### src/hw/rtl/irpwd_pkg.sv
// Shared types and constants of the IR pulse width decoder.
package irpwd_pkg;

  localparam int unsigned TIME_W = 16;
  localparam int unsigned BITS_W = 4;
  localparam int unsigned CODE_W = 8;
  localparam int unsigned CFG_IDX_W = 3;
  localparam int unsigned CFG_DATA_W = 16;
  localparam int unsigned QUEUE_DEPTH = 2;

  localparam logic [TIME_W-1:0] START_MIN_RST = TIME_W'(120);
  localparam logic [TIME_W-1:0] START_MAX_RST = TIME_W'(150);
  localparam logic [TIME_W-1:0] ONE_MIN_RST = TIME_W'(55);
  localparam logic [TIME_W-1:0] ONE_MAX_RST = TIME_W'(90);
  localparam logic [TIME_W-1:0] ZERO_MIN_RST = TIME_W'(20);
  localparam logic [TIME_W-1:0] ZERO_MAX_RST = TIME_W'(50);
  localparam logic [BITS_W-1:0] FRAME_BITS_RST = BITS_W'(12);

  localparam logic [CODE_W-1:0] CMD_START = 8'h80;
  localparam logic [CODE_W-1:0] CMD_ARM = 8'h81;
  localparam logic [CODE_W-1:0] CMD_STOP = 8'h82;

  typedef enum logic [CFG_IDX_W-1:0] {
    REG_START_MIN = 3'd0,
    REG_START_MAX = 3'd1,
    REG_ONE_MIN = 3'd2,
    REG_ONE_MAX = 3'd3,
    REG_ZERO_MIN = 3'd4,
    REG_ZERO_MAX = 3'd5,
    REG_FRAME_BITS = 3'd6
  } cfg_reg_e;

  // Classified pulse event handed from the front to the back.
  typedef enum logic [2:0] {
    EV_NONE = 3'd0,
    EV_START = 3'd1,
    EV_ONE = 3'd2,
    EV_ZERO = 3'd3,
    EV_KEEP = 3'd4
  } ev_kind_e;

  typedef struct packed {
    logic [TIME_W-1:0] start_min;
    logic [TIME_W-1:0] start_max;
    logic [TIME_W-1:0] one_min;
    logic [TIME_W-1:0] one_max;
    logic [TIME_W-1:0] zero_min;
    logic [TIME_W-1:0] zero_max;
    logic [BITS_W-1:0] frame_bits;
  } cfg_t;

endpackage

### src/hw/rtl/ir_pulse_width_decoder_top.sv
// Top level of the IR pulse width decoder with its configuration registers.
// The block decodes a pulse width IR remote frame from a receiver pin sampled once per
// timer tick: each input beat is one tick carrying the pin level, and each input beat
// yields exactly one output beat with the three command lines and, on the tick that
// completes a frame, the 8-bit code. A 16-bit tick counter timestamps every pin change;
// on a rising edge the wrapping time since the previous change is the pulse width. A
// width inside the start window opens a frame, and narrower widths inside a frame set
// or clear the next data bit, LSB first, while a width in neither bit window leaves the
// bit unchanged. After frame_bits bits the frame ends and codes 0x80, 0x81 and 0x82 step
// the start, arm and stop sequence of the lines. The front part classifies each width
// combinationally and a two-entry event queue decouples it from the back part, which
// assembles the frame and updates the command lines into an output register. One beat
// is accepted per clock cycle when the output side keeps up. The edge that accepts a
// beat writes its event into the queue, and the back part loads the result into the
// output register on the edge that pops that event. While the output is stalled the
// queue fills its two entries behind the held result, and then in_stall_o stays high
// until the output moves again.
// Configuration writes are always ready; they must only be issued while no beat is in
// flight. Writes to an index beyond the register list are ignored.
module ir_pulse_width_decoder_top #(
  parameter int unsigned MAX_BITS = 12
) (
  input  logic                               clk_i,
  input  logic                               rst_ni,
  input  logic                               in_valid_i,
  output logic                               in_stall_o,
  input  logic                               pin_level_i,
  output logic                               out_valid_o,
  input  logic                               out_stall_i,
  output logic                               out_ready_o,
  output logic                               out_toggle_o,
  output logic                               out_run_o,
  output logic                               code_valid_o,
  output logic [irpwd_pkg::CODE_W-1:0]       code_o,
  input  logic                               cfg_valid_i,
  output logic                               cfg_ready_o,
  input  logic [irpwd_pkg::CFG_IDX_W-1:0]    cfg_index_i,
  input  logic [irpwd_pkg::CFG_DATA_W-1:0]   cfg_data_i
);
  import irpwd_pkg::*;

  cfg_t     cfg_q;
  logic     in_accept;
  logic     q_full;
  logic     q_empty;
  logic     q_pop;
  ev_kind_e front_kind;
  ev_kind_e head_kind;

  // Configuration register file; the port never pushes back.
  assign cfg_ready_o = 1'b1;

  always_ff @(posedge clk_i or negedge rst_ni) begin
    if (!rst_ni) begin
      cfg_q.start_min <= START_MIN_RST;
      cfg_q.start_max <= START_MAX_RST;
      cfg_q.one_min <= ONE_MIN_RST;
      cfg_q.one_max <= ONE_MAX_RST;
      cfg_q.zero_min <= ZERO_MIN_RST;
      cfg_q.zero_max <= ZERO_MAX_RST;
      cfg_q.frame_bits <= FRAME_BITS_RST;
    end else if (cfg_valid_i && cfg_ready_o) begin
      unique case (cfg_reg_e'(cfg_index_i))
        REG_START_MIN: cfg_q.start_min <= cfg_data_i;
        REG_START_MAX: cfg_q.start_max <= cfg_data_i;
        REG_ONE_MIN: cfg_q.one_min <= cfg_data_i;
        REG_ONE_MAX: cfg_q.one_max <= cfg_data_i;
        REG_ZERO_MIN: cfg_q.zero_min <= cfg_data_i;
        REG_ZERO_MAX: cfg_q.zero_max <= cfg_data_i;
        REG_FRAME_BITS: cfg_q.frame_bits <= cfg_data_i[BITS_W-1:0];
        default: begin
        end
      endcase
    end
  end

  // Every accepted beat pushes exactly one event, so the queue full flag is the stall.
  assign in_stall_o = q_full;
  assign in_accept = in_valid_i && !in_stall_o;

  irpwd_front u_front (
    .clk_i       (clk_i),
    .rst_ni      (rst_ni),
    .cfg_i       (cfg_q),
    .accept_i    (in_accept),
    .pin_level_i (pin_level_i),
    .ev_kind_o   (front_kind)
  );

  irpwd_queue u_queue (
    .clk_i       (clk_i),
    .rst_ni      (rst_ni),
    .push_i      (in_accept),
    .push_kind_i (front_kind),
    .full_o      (q_full),
    .pop_i       (q_pop),
    .empty_o     (q_empty),
    .head_kind_o (head_kind)
  );

  irpwd_back #(
    .MAX_BITS (MAX_BITS)
  ) u_back (
    .clk_i        (clk_i),
    .rst_ni       (rst_ni),
    .frame_bits_i (cfg_q.frame_bits),
    .ev_avail_i   (!q_empty),
    .ev_kind_i    (head_kind),
    .ev_pop_o     (q_pop),
    .out_valid_o  (out_valid_o),
    .out_stall_i  (out_stall_i),
    .out_ready_o  (out_ready_o),
    .out_toggle_o (out_toggle_o),
    .out_run_o    (out_run_o),
    .code_valid_o (code_valid_o),
    .code_o       (code_o)
  );

`ifndef NO_ASSERTIONS
  a_cfg_always_ready: assert property (@(posedge clk_i) disable iff (!rst_ni)
    cfg_ready_o)
    else $error("configuration port refused a write");
  a_stall_is_full: assert property (@(posedge clk_i) disable iff (!rst_ni)
    q_full |-> !in_accept)
    else $error("beat accepted while the event queue is full");
  a_out_backs_up: assert property (@(posedge clk_i) disable iff (!rst_ni)
    out_valid_o && out_stall_i |-> !q_pop)
    else $error("event consumed while the output register is held");
`endif

endmodule

### src/hw/rtl/irpwd_front.sv
// Front part: tick counter, edge timestamping and pulse width classification.
module irpwd_front (
  input  logic                clk_i,
  input  logic                rst_ni,
  input  irpwd_pkg::cfg_t     cfg_i,
  input  logic                accept_i,
  input  logic                pin_level_i,
  output irpwd_pkg::ev_kind_e ev_kind_o
);
  import irpwd_pkg::*;

  logic [TIME_W-1:0] tick_q, tick_d;
  logic [TIME_W-1:0] last_edge_q, last_edge_d;
  logic              prev_level_q, prev_level_d;
  logic [TIME_W-1:0] width;
  ev_kind_e          kind;

  always_comb begin
    tick_d = tick_q + TIME_W'(1);
    width = tick_d - last_edge_q;
    last_edge_d = last_edge_q;
    prev_level_d = prev_level_q;
    kind = EV_NONE;
    if (pin_level_i != prev_level_q) begin
      last_edge_d = tick_d;
      prev_level_d = pin_level_i;
      if (pin_level_i) begin
        priority if (width > cfg_i.start_min) begin
          kind = (width < cfg_i.start_max) ? EV_START : EV_NONE;
        end else if (width > cfg_i.one_min && width < cfg_i.one_max) begin
          kind = EV_ONE;
        end else if (width < cfg_i.zero_max && width > cfg_i.zero_min) begin
          kind = EV_ZERO;
        end else begin
          kind = EV_KEEP;
        end
      end
    end
  end

  assign ev_kind_o = kind;

  always_ff @(posedge clk_i or negedge rst_ni) begin
    if (!rst_ni) begin
      tick_q <= '0;
      last_edge_q <= '0;
      prev_level_q <= 1'b1;
    end else if (accept_i) begin
      tick_q <= tick_d;
      last_edge_q <= last_edge_d;
      prev_level_q <= prev_level_d;
    end
  end

`ifndef NO_ASSERTIONS
  a_tick_steps: assert property (@(posedge clk_i) disable iff (!rst_ni)
    accept_i |=> tick_q == $past(tick_q) + TIME_W'(1))
    else $error("tick counter did not advance on an accepted beat");
  a_tick_holds: assert property (@(posedge clk_i) disable iff (!rst_ni)
    !accept_i |=> $stable(tick_q) && $stable(last_edge_q))
    else $error("timing state changed without an accepted beat");
  a_edge_stamp: assert property (@(posedge clk_i) disable iff (!rst_ni)
    accept_i && (pin_level_i != prev_level_q) |=> last_edge_q == tick_q)
    else $error("edge was not timestamped with the current tick");
`endif

endmodule

### src/hw/rtl/irpwd_queue.sv
// Two-entry queue of classified events between the front and the back.
module irpwd_queue (
  input  logic                clk_i,
  input  logic                rst_ni,
  input  logic                push_i,
  input  irpwd_pkg::ev_kind_e push_kind_i,
  output logic                full_o,
  input  logic                pop_i,
  output logic                empty_o,
  output irpwd_pkg::ev_kind_e head_kind_o
);
  import irpwd_pkg::*;

  localparam int unsigned PTR_W = $clog2(QUEUE_DEPTH);
  localparam int unsigned CNT_W = $clog2(QUEUE_DEPTH + 1);

  ev_kind_e           entry_q [QUEUE_DEPTH];
  logic [PTR_W-1:0]   wr_ptr_q, rd_ptr_q;
  logic [CNT_W-1:0]   count_q;

  assign full_o = (count_q == CNT_W'(QUEUE_DEPTH));
  assign empty_o = (count_q == '0);
  assign head_kind_o = entry_q[rd_ptr_q];

  always_ff @(posedge clk_i) begin
    if (push_i) begin
      entry_q[wr_ptr_q] <= push_kind_i;
    end
  end

  always_ff @(posedge clk_i or negedge rst_ni) begin
    if (!rst_ni) begin
      wr_ptr_q <= '0;
      rd_ptr_q <= '0;
      count_q <= '0;
    end else begin
      if (push_i) begin
        wr_ptr_q <= (wr_ptr_q == PTR_W'(QUEUE_DEPTH - 1)) ? '0 : wr_ptr_q + PTR_W'(1);
      end
      if (pop_i) begin
        rd_ptr_q <= (rd_ptr_q == PTR_W'(QUEUE_DEPTH - 1)) ? '0 : rd_ptr_q + PTR_W'(1);
      end
      if (push_i && !pop_i) begin
        count_q <= count_q + CNT_W'(1);
      end else if (pop_i && !push_i) begin
        count_q <= count_q - CNT_W'(1);
      end
    end
  end

`ifndef NO_ASSERTIONS
  a_no_overflow: assert property (@(posedge clk_i) disable iff (!rst_ni)
    push_i |-> !full_o)
    else $error("push into a full queue");
  a_no_underflow: assert property (@(posedge clk_i) disable iff (!rst_ni)
    pop_i |-> !empty_o)
    else $error("pop from an empty queue");
  a_count_step: assert property (@(posedge clk_i) disable iff (!rst_ni)
    push_i && !pop_i |=> count_q == $past(count_q) + CNT_W'(1))
    else $error("queue fill count out of step");
`endif

endmodule

### src/hw/rtl/irpwd_back.sv
// Back part: frame assembly, command sequencing and the output register.
module irpwd_back #(
  parameter int unsigned MAX_BITS = 12
) (
  input  logic                                clk_i,
  input  logic                                rst_ni,
  input  logic [irpwd_pkg::BITS_W-1:0]        frame_bits_i,
  input  logic                                ev_avail_i,
  input  irpwd_pkg::ev_kind_e                 ev_kind_i,
  output logic                                ev_pop_o,
  output logic                                out_valid_o,
  input  logic                                out_stall_i,
  output logic                                out_ready_o,
  output logic                                out_toggle_o,
  output logic                                out_run_o,
  output logic                                code_valid_o,
  output logic [irpwd_pkg::CODE_W-1:0]        code_o
);
  import irpwd_pkg::*;

  logic                    in_frame_q, in_frame_d;
  logic [BITS_W-1:0]       bit_idx_q, bit_idx_d;
  logic [MAX_BITS-1:0]     word_q, word_d;
  logic                    started_q, started_d;
  logic                    armed_q, armed_d;
  logic                    ready_q, ready_d;
  logic                    toggle_q, toggle_d;
  logic                    run_q, run_d;
  logic                    valid_q;
  logic                    code_valid_q, code_valid_d;
  logic [CODE_W-1:0]       code_q, code_d;
  logic [BITS_W-1:0]       idx_next;
  logic [MAX_BITS+CODE_W-1:0] word_ext;
  logic [MAX_BITS-1:0]     word_bits;

  assign ev_pop_o = ev_avail_i && (!valid_q || !out_stall_i);

  always_comb begin
    in_frame_d = in_frame_q;
    bit_idx_d = bit_idx_q;
    word_d = word_q;
    started_d = started_q;
    armed_d = armed_q;
    ready_d = ready_q;
    toggle_d = toggle_q;
    run_d = run_q;
    code_valid_d = 1'b0;
    code_d = '0;
    idx_next = bit_idx_q + BITS_W'(1);
    word_bits = word_q;
    for (int i = 0; i < int'(MAX_BITS); i++) begin
      if (bit_idx_q == BITS_W'(i)) begin
        if (ev_kind_i == EV_ONE) begin
          word_bits[i] = 1'b1;
        end else if (ev_kind_i == EV_ZERO) begin
          word_bits[i] = 1'b0;
        end
      end
    end
    word_ext = {{CODE_W{1'b0}}, word_bits};
    unique case (ev_kind_i)
      EV_START: begin
        in_frame_d = 1'b1;
        bit_idx_d = '0;
        word_d = '0;
      end
      EV_ONE, EV_ZERO, EV_KEEP: begin
        if (in_frame_q) begin
          word_d = word_bits;
          bit_idx_d = idx_next;
          if (idx_next >= frame_bits_i || idx_next == '0) begin
            code_d = word_ext[CODE_W-1:0];
            code_valid_d = 1'b1;
            word_d = '0;
            bit_idx_d = '0;
            in_frame_d = 1'b0;
            if (code_d == CMD_START) begin
              toggle_d = !toggle_q;
              started_d = 1'b1;
              run_d = 1'b0;
            end else if (code_d == CMD_ARM) begin
              if (started_q) begin
                run_d = 1'b1;
                ready_d = 1'b1;
                toggle_d = 1'b0;
                armed_d = 1'b1;
              end
            end else if (code_d == CMD_STOP) begin
              if (armed_q) begin
                run_d = 1'b0;
                ready_d = 1'b0;
                started_d = 1'b0;
                armed_d = 1'b0;
              end
            end
          end
        end
      end
      default: begin
      end
    endcase
  end

  always_ff @(posedge clk_i or negedge rst_ni) begin
    if (!rst_ni) begin
      in_frame_q <= 1'b0;
      bit_idx_q <= '0;
      word_q <= '0;
      started_q <= 1'b0;
      armed_q <= 1'b0;
      ready_q <= 1'b0;
      toggle_q <= 1'b0;
      run_q <= 1'b0;
      valid_q <= 1'b0;
    end else begin
      if (ev_pop_o) begin
        in_frame_q <= in_frame_d;
        bit_idx_q <= bit_idx_d;
        word_q <= word_d;
        started_q <= started_d;
        armed_q <= armed_d;
        ready_q <= ready_d;
        toggle_q <= toggle_d;
        run_q <= run_d;
        valid_q <= 1'b1;
      end else if (!out_stall_i) begin
        valid_q <= 1'b0;
      end
    end
  end

  always_ff @(posedge clk_i) begin
    if (ev_pop_o) begin
      code_valid_q <= code_valid_d;
      code_q <= code_d;
    end
  end

  assign out_valid_o = valid_q;
  assign out_ready_o = ready_q;
  assign out_toggle_o = toggle_q;
  assign out_run_o = run_q;
  assign code_valid_o = code_valid_q;
  assign code_o = code_q;

`ifndef NO_ASSERTIONS
  a_arm_needs_start: assert property (@(posedge clk_i) disable iff (!rst_ni)
    armed_q |-> started_q)
    else $error("armed without a preceding start");
  a_ready_is_armed: assert property (@(posedge clk_i) disable iff (!rst_ni)
    ready_q == armed_q)
    else $error("ready line out of step with the armed flag");
  a_code_zero: assert property (@(posedge clk_i) disable iff (!rst_ni)
    valid_q && !code_valid_q |-> code_q == '0)
    else $error("code nonzero on a beat without a completed frame");
  a_idle_frame: assert property (@(posedge clk_i) disable iff (!rst_ni)
    !in_frame_q |-> bit_idx_q == '0 && word_q == '0)
    else $error("frame state left over outside a frame");
`endif

endmodule
### config.mk
export PLATFORM = sky130hd
export DESIGN_NAME = ir_pulse_width_decoder_top
export DESIGN_NICKNAME = d
export VERILOG_FILES = /design/src/hw/rtl/irpwd_pkg.sv /design/src/hw/rtl/ir_pulse_width_decoder_top.sv /design/src/hw/rtl/irpwd_front.sv /design/src/hw/rtl/irpwd_queue.sv /design/src/hw/rtl/irpwd_back.sv
export SDC_FILE = /design/constraint.sdc
export NUM_CORES = 1
export LEC_CHECK = 0
export BUFFER_PORTS_ARGS = -buffer_cell sky130_fd_sc_hd__buf_2
export CAP_MARGIN = 30
export CORE_MARGIN = 2
export CORE_UTILIZATION = 35
export DETAILED_ROUTE_END_ITERATION = 10
export MAX_ROUTING_LAYER = met4
export SLEW_MARGIN = 20
export SYNTH_ARGS = -nofsm -noshare
export SYNTH_HDL_FRONTEND = slang
export SYNTH_SLANG_ARGS = --single-unit
### constraint.sdc
create_clock -name clk_i -period 6.1 [get_ports clk_i]
set_clock_uncertainty 0.15 [all_clocks]
set_input_delay 0.305 -clock clk_i [delete_from_list [all_inputs] [get_ports clk_i]]
set_output_delay 0.305 -clock clk_i [all_outputs]
set_load 0.01 [all_outputs]
# --- Word level (Yosys, flattened, before mapping) ---
# Memory sizes are Yosys's and may differ from the RTL's.
# Index checks and enable logic that the tools add are counted.
word_totals:
  memories: 1
  mem_bits_rw: 6
  reg_bits: 165
  inputBits: 25
mem_list:
  columns: ["memory", "depth", "word_bits", "read_ports", "rd_clocked_by_memory_dff", "write_ports", "line_no", "text"]
  rows:
  - ["u_queue.entry_q", 2, 3, 1, 0, 1, "irpwd_queue.sv:17", "ev_kind_e entry_q [QUEUE_DEPTH];"]
classes:
  n_reduce_logical: 47
  magnitude_cmp: 7
  n_mux: 60
  eq_ne: 27
  addsub: 7
  bitwise: 1
op_table:
  columns: ["op", "n"]
  rows:
  - ["$gt A16 B16 Y1", 3]
  - ["$lt A16 B16 Y1", 3]
  - ["$mux W1", 46]
  - ["$eq A8 B8 Y1 const B", 3]
  - ["$reduce_and A7 Y1", 3]
  - ["$reduce_and A2 Y1", 10]
  - ["$add A16 B1 Y16 const B", 1]
  - ["$eq A4 B3 Y1 const B", 4]
  - ["$mux W8", 2]
  - ["$pmux W8 S2", 1]
  - ["$reduce_bool A2 Y1", 8]
  - ["$sub A16 B16 Y16", 1]
  - ["$mux W3", 5]
  - ["$eq A3 B2 Y1 const B", 4]
  - ["$eq A3 B3 Y1 const B", 4]
  - ["$eq A4 B2 Y1 const B", 2]
  - ["$logic_not A4 Y1", 2]
  - ["$mux W4", 2]
  - ["$ne A2 B1 Y1 const B", 4]
  - ["$pmux W4 S2", 1]
  - ["$reduce_and A8 Y1", 1]
  - ["$logic_not A1 Y1", 7]
  - ["$eq A3 B1 Y1 const B", 2]
  - ["$logic_and A1 B1 Y1", 6]
  - ["19 further kinds", 24]

# --- Depth between registers and ports, before layout ---
depth:
  depth_word: 9
  mapped_depth: 21
  depth_no_buf: 21

# --- Cells and area by module ---
# A second synthesis with hierarchy kept.
unflattened:
  cells_unflattened: 982
  area_unflattened_um2: 10523.8
by_module_without_submodules:
  columns: ["module", "instances", "cells_each", "area_each_um2"]
  rows:
  - ["irpwd_front", 1, 563, 4578.1]
  - ["ir_pulse_width_decoder_top", 1, 221, 3887.5]
  - ["irpwd_back", 1, 173, 1655.3]
  - ["irpwd_queue", 1, 25, 402.9]

# --- Worst setup path before layout ---
# OpenSTA, ideal clock, no wires.
synth_path:
  path_type: "reg2reg"
  start: "register u_front.tick_q[0]"
  end: "memory u_queue.entry_q[0][2] (netlist bit), data pin"
  period_less_slack_ns: 4.478
  required_ns: 5.692
  slack_ns: 1.622
  t_arrival_ns: 4.070
  path_stages_with_launch: 17
  cell_sequence: "dfrtp_1 > ha_1 > nand3_1 > nor2_1 > and3_1 > xor2_1 > ha_1 > a21o_1 > a21o_1 > o41ai_1 > o211ai_1 > ha_1 > nand4_1 > or3_1 > o221ai_1 > nand3_1 > nor3b_1"
synth_via:
  elab_chain_cells: 9
  elab_cells_between_ends: 14
synth_rtl:
  columns: ["item", "line_no", "text"]
  rows:
  - ["start, declared", "irpwd_front.sv:12", "logic [TIME_W-1:0] tick_q, tick_d;"]
  - ["start signal, assigned", "irpwd_front.sv:49", "tick_q <= tick_d;"]
  - ["$add A16 B1 Y16 *", "irpwd_front.sv:19", "tick_d = tick_q + TIME_W'(1);"]
  - ["named net u_front.tick_d[8]", "irpwd_front.sv:12", null]
  - ["$sub A16 B16 Y16 *", "irpwd_front.sv:20", "width = tick_d - last_edge_q;"]
  - ["$lt A16 B16 Y1 / $gt A16 B16 Y1 (equally long branches)", "irpwd_front.sv:32", "end else if (width < cfg_i.zero_max && width > cfg_i.zero_min) begin"]
  - ["$logic_and A1 B1 Y1", "irpwd_front.sv:32", null]
  - ["$mux W3", "irpwd_front.sv:32", null]
  - ["$mux W3", "irpwd_front.sv:30", "end else if (width > cfg_i.one_min && width < cfg_i.one_max) begin"]
  - ["$mux W3 *", "irpwd_front.sv:28", "priority if (width > cfg_i.start_min) begin"]
  - ["$mux W3 *", "irpwd_front.sv:27", "if (pin_level_i) begin"]
  - ["$mux W3 *", "irpwd_front.sv:24", "if (pin_level_i != prev_level_q) begin"]
  - ["named net front_kind[2]", "ir_pulse_width_decoder_top.sv:47", "ev_kind_e front_kind;"]
  - ["end, declared", "irpwd_queue.sv:17", null]
# Mark *: on every way through the listed nets, which the timed path passes. The rest lies on a longest branch.

# --- Final worst setup path ---
layout_path:
  start: "register u_front.tick_q[0]"
  end: "memory u_queue.entry_q[0][0] (netlist bit), data pin"
# The elaborated chain is that of the path after synthesis.

==> impl_results.md <==
- Outcome: finished clean
- Number of synthesis warnings: 0
- Routed WL: 23.49 mm
- Final hold viol count: 0
- Data arrival time of the critical path: 5600 ps
- RePlAce Congestion: 0.8866
- Met3 Use GR: 2.965%
- Clock Tree Buf Depth: 2
- Syn-to-layout area delta: 12.85%
- RR Endpoint: u_queue.entry_q[0][0]
- R2R cell count: 18
- Register share of total power: a little over a quarter
- Port Buffer Count: 38
- Pin count of the biggest net entering global routing: 97
- Grt met1 use: 21.78%
- Slew HR: 39.09%
- Avg WL per Cell: 15.45 um
- Routed vias: 7631
- Hold Crit Depth: 3
- Worst-Skew Late Latency: 440 ps
- Fin. max-slew vios: 0
- # fillers: 2849
- Register bit count reported by yosys: 171
- Die W: 175.7 um
- Hold Crit Start: cfg_data_i[5]
- CTS tree: done
- Worst Hold Class: input pin to register
- Crit Path Max Fanout: 6
- Worst setup SP type: register
- Worst slew pin tran: between 900 and 1000 ps
- Setup total negative slack: 0 ps
- Setup Crit Path Kind: register to register
- Total GRT Usage: 16.59%
- Finished Cell Area: 11650 um2
- TritonRoute pass-1 iters: 5
- Fin worst setup slack: 588.4 ps
- Peak VDD IR: 220.3 uV
- Sw Ratio: 43.34%
- CP Cell Sequence: ha_1, nand3_1, nor2_1, nand3_1, or2_2, nor2_1, xor2_1, ha_1, inv_1, nor4_1, a2111oi_0, o211ai_1, ha_1, nand4_1, or3_1, o221ai_1, nand3_1, o31ai_1
- Int Pwr: 0.003394 W
- Clock power share: 18.6%
- Ys async rst share: between 90% and 100%
- Htree depth: 4
- Period utilization: 90.35%
- Gate count of the mapped netlist: 1077
- Hold endpoint: cfg_q[89]
- Avg Inst Size Synth: 9.584 um2
- Met2 usage: a little over a quarter
- P_leak: 5.424 nW
- Initial core utilization: between 30% and 40%
- Share of layout cells above drive strength 1: 14.25%
- Post-CTS sizing: 0
- Pre-CTS setup slack: 827.8 ps
- Primary FF master, synth: dfrtp_1
- Grt ovf: 0
- Fmax: 0.1814 GHz
- Worst Setup End Kind: register
- ANT cells: 0
- Initial antenna violation count: 0
- Nets: approximately 1300
- Worst R2R Setup Slack: 590 ps
- WP data required: roughly 6200 ps
- Core Region: 28860 um2
- Max-cap violation count: 0
- Vias/cell: 5.017
- Vias in the first global route: 7547
- IO Pins: 40
- Global-route wire length before repair: 39.53 mm
- Syn Std Cell Area: a little over 10000 um2
- DRC viols: 0
- Register area share after synthesis: 42.48%
- Synthesized Nets: 1221
- Die area: ~30000 um2
- Fin crit period: ~5500 ps
- Row cnt: 62
- EDFF count, synth: 15
- Clock Tree Root: clkbuf_16
- Placed wire-length estimate: 17.04 mm
- Clock sinks: 171
- Worst hold slack: around 21 ps
- Iter 0 DRT Violations: about 540
- Unique masters post-synth: 68
- Slowest cell on crit path: a2111oi_0
- Max incr delay on CP: 540 ps
- Final ANT Viol Nets: 0
- Area after DPL: 10970 um2
- Clock transition at path regs: 70 ps
- Chip Height: 175.7 um
- RR Startpoint: u_front.tick_q[0]
- Pwr dens: 514.2 nW/um2
- Part of the power in combinational logic: 54.6%
- Psw: 0.002596 W
- RSZ-0062 raised after global routing: false
- Final setup viols: 0
- CTS Buf Count: 17
- Top Usage Layer GRT: met2
[through the flow]
step / power (W) / std cells / util, %
3_5_place_dp: 0.004856 / 1482 / 38.02
6_report: 0.005989 / 1521 / 40.37
4_1_cts: 0.006028 / 1520 / 40.27
2_1_floorplan: 0.003923 / 1077 / -
5_1_grt: 0.006614 / 1521 / 40.37
3_3_place_gp: 0.004784 / 1480 / 37.93
[final cells by class]
type / instances / area [um2] / area share, %
repair buffers: 56 / 377.9 / 3.244
inverters: 130 / 488.0 / 4.189
clock inverters: 14 / 160.2 / 1.375
flip-flops and latches: 171 / 4385 / 37.65
multi-input cells: 748 / 5328 / 45.74
well taps: 384 / 480.5 / 4.125
clock buffers: 18 / 429.2 / 3.684
[power groups by stage]
stage	combinational, W	sequential [W]	clock, W
floorplan	0.00233	0.00160	0
global placement	0.00316	0.00162	0
detailed placement	0.00323	0.00163	0
CTS	0.00328	0.00161	0.00114
global route	0.00378	0.00164	0.00119
finish	0.00327	0.00161	0.00111
[Yosys cell counts, drive strengths merged (3+ instances only)]
library cell	instances	area, um2
a21boi	4	30.03
nor4	5	31.28
and3	5	31.28
or2	3	18.77
a22o	5	43.79
a211oi	5	37.54
a21o	23	173.9
o2111ai	3	26.28
clkbuf	22	82.58
nor2	71	266.5
nand2	109	409.1
nor3b	4	30.03
a21oi	53	265.3
or3	5	31.28
nor2b	12	75.07
nand2b	8	50.05
xor2	20	175.2
o211ai	13	97.59
a211o	4	35.03
mux2	42	473.0
o21a	10	75.07
nand4b	4	35.03
ha	118	1476
buf	5	52.55
dfstp	25	656.9
o21ai	105	525.5
nand3	18	90.09
nor3	12	60.06
edfxtp	15	450.4
inv	129	484.2
a2111oi	4	41.29
dfrtp	131	3278
nand4	18	112.6
xnor2	29	254.0
[metal layers]
layer / part of all wire [%] / routed length (um)
met2: 47 / 11120
met5: 0 / 0
met1: 49 / 11460
met4: 1.1 / 268
met3: 2.7 / 640
[registers in the layout (all words and copies together), names as in the netlist, 2 cells and up]
register,cells
cfg_q,100
u_queue.count_q,2
u_front.last_edge_q,16
u_back.word_q,8
u_queue.entry_q,6
u_back.code_o,8
u_front.tick_q,16
u_back.bit_idx_q,4
[kinds of logic after synthesis]
kind of cell,share of synthesized area [%]
mux,4.776
fa+ha+maj,14.50
buf+inv,6.133
other cells,0.03633
xor+xnor,4.158
compound gates,14.97
simple gates,12.95
flops,42.48
[cell usage in the layout, fill, tap and decap left out, types with 5 or more instances in the layout]
cell,netlist,layout
a211oi_1,5,5
a21o_1,22,22
a21oi_1,53,53
a22o_1,5,5
and3_1,5,5
buf_2,0,37
buf_4,1,9
clkbuf_16,0,17
dfrtp_1,131,131
dfstp_2,25,25
dlygate4sd3_1,0,6
edfxtp_1,15,15
ha_1,118,118
inv_1,129,129
inv_6,0,5
mux2_2,42,42
nand2_1,109,109
nand2b_1,8,8
nand3_1,18,18
nand4_1,18,18
nor2_1,71,71
nor2b_1,12,12
nor3_1,12,10
nor4_1,5,5
o211ai_1,13,13
o21a_1,10,10
o21ai_0,102,102
or3_1,5,5
xnor2_1,29,29
xor2_1,20,20
[worst max path at each step]
stage / slack [ps] / start / end / cells past startpoint
after CTS: 740 / u_front.tick_q[0] / u_queue.entry_q[0][0] / 18
after global placement: 990 / u_front.tick_q[0] / u_queue.entry_q[0][2] / 16
final: 590 / u_front.tick_q[0] / u_queue.entry_q[0][0] / 18
after detailed placement: 830 / u_front.tick_q[0] / u_queue.entry_q[0][0] / 18
after floorplan: 1620 / u_front.tick_q[0] / u_queue.entry_q[0][2] / 16
after global routing: 160 / u_front.tick_q[0] / u_queue.entry_q[0][0] / 18
[worst max-delay path, delay by kind of cell, from the launching register on]
kind | cells | cell delay (ps)
buffers and inverters | 1 | 150
AND/OR/NAND/NOR | 9 | 1940
XOR/XNOR | 1 | 250
flip-flops | 1 | 430
AO/OA/AOI/OAI | 4 | 1420
adder cells (fa/ha/maj) | 3 | 950
[timing repair]
item / in CTS / in global routing
hold buffers: 6 / 0
buffers inserted: 0 / 0
endpoints found under the hold margin: 89 / 0
(Power assumes the default switching activity.)
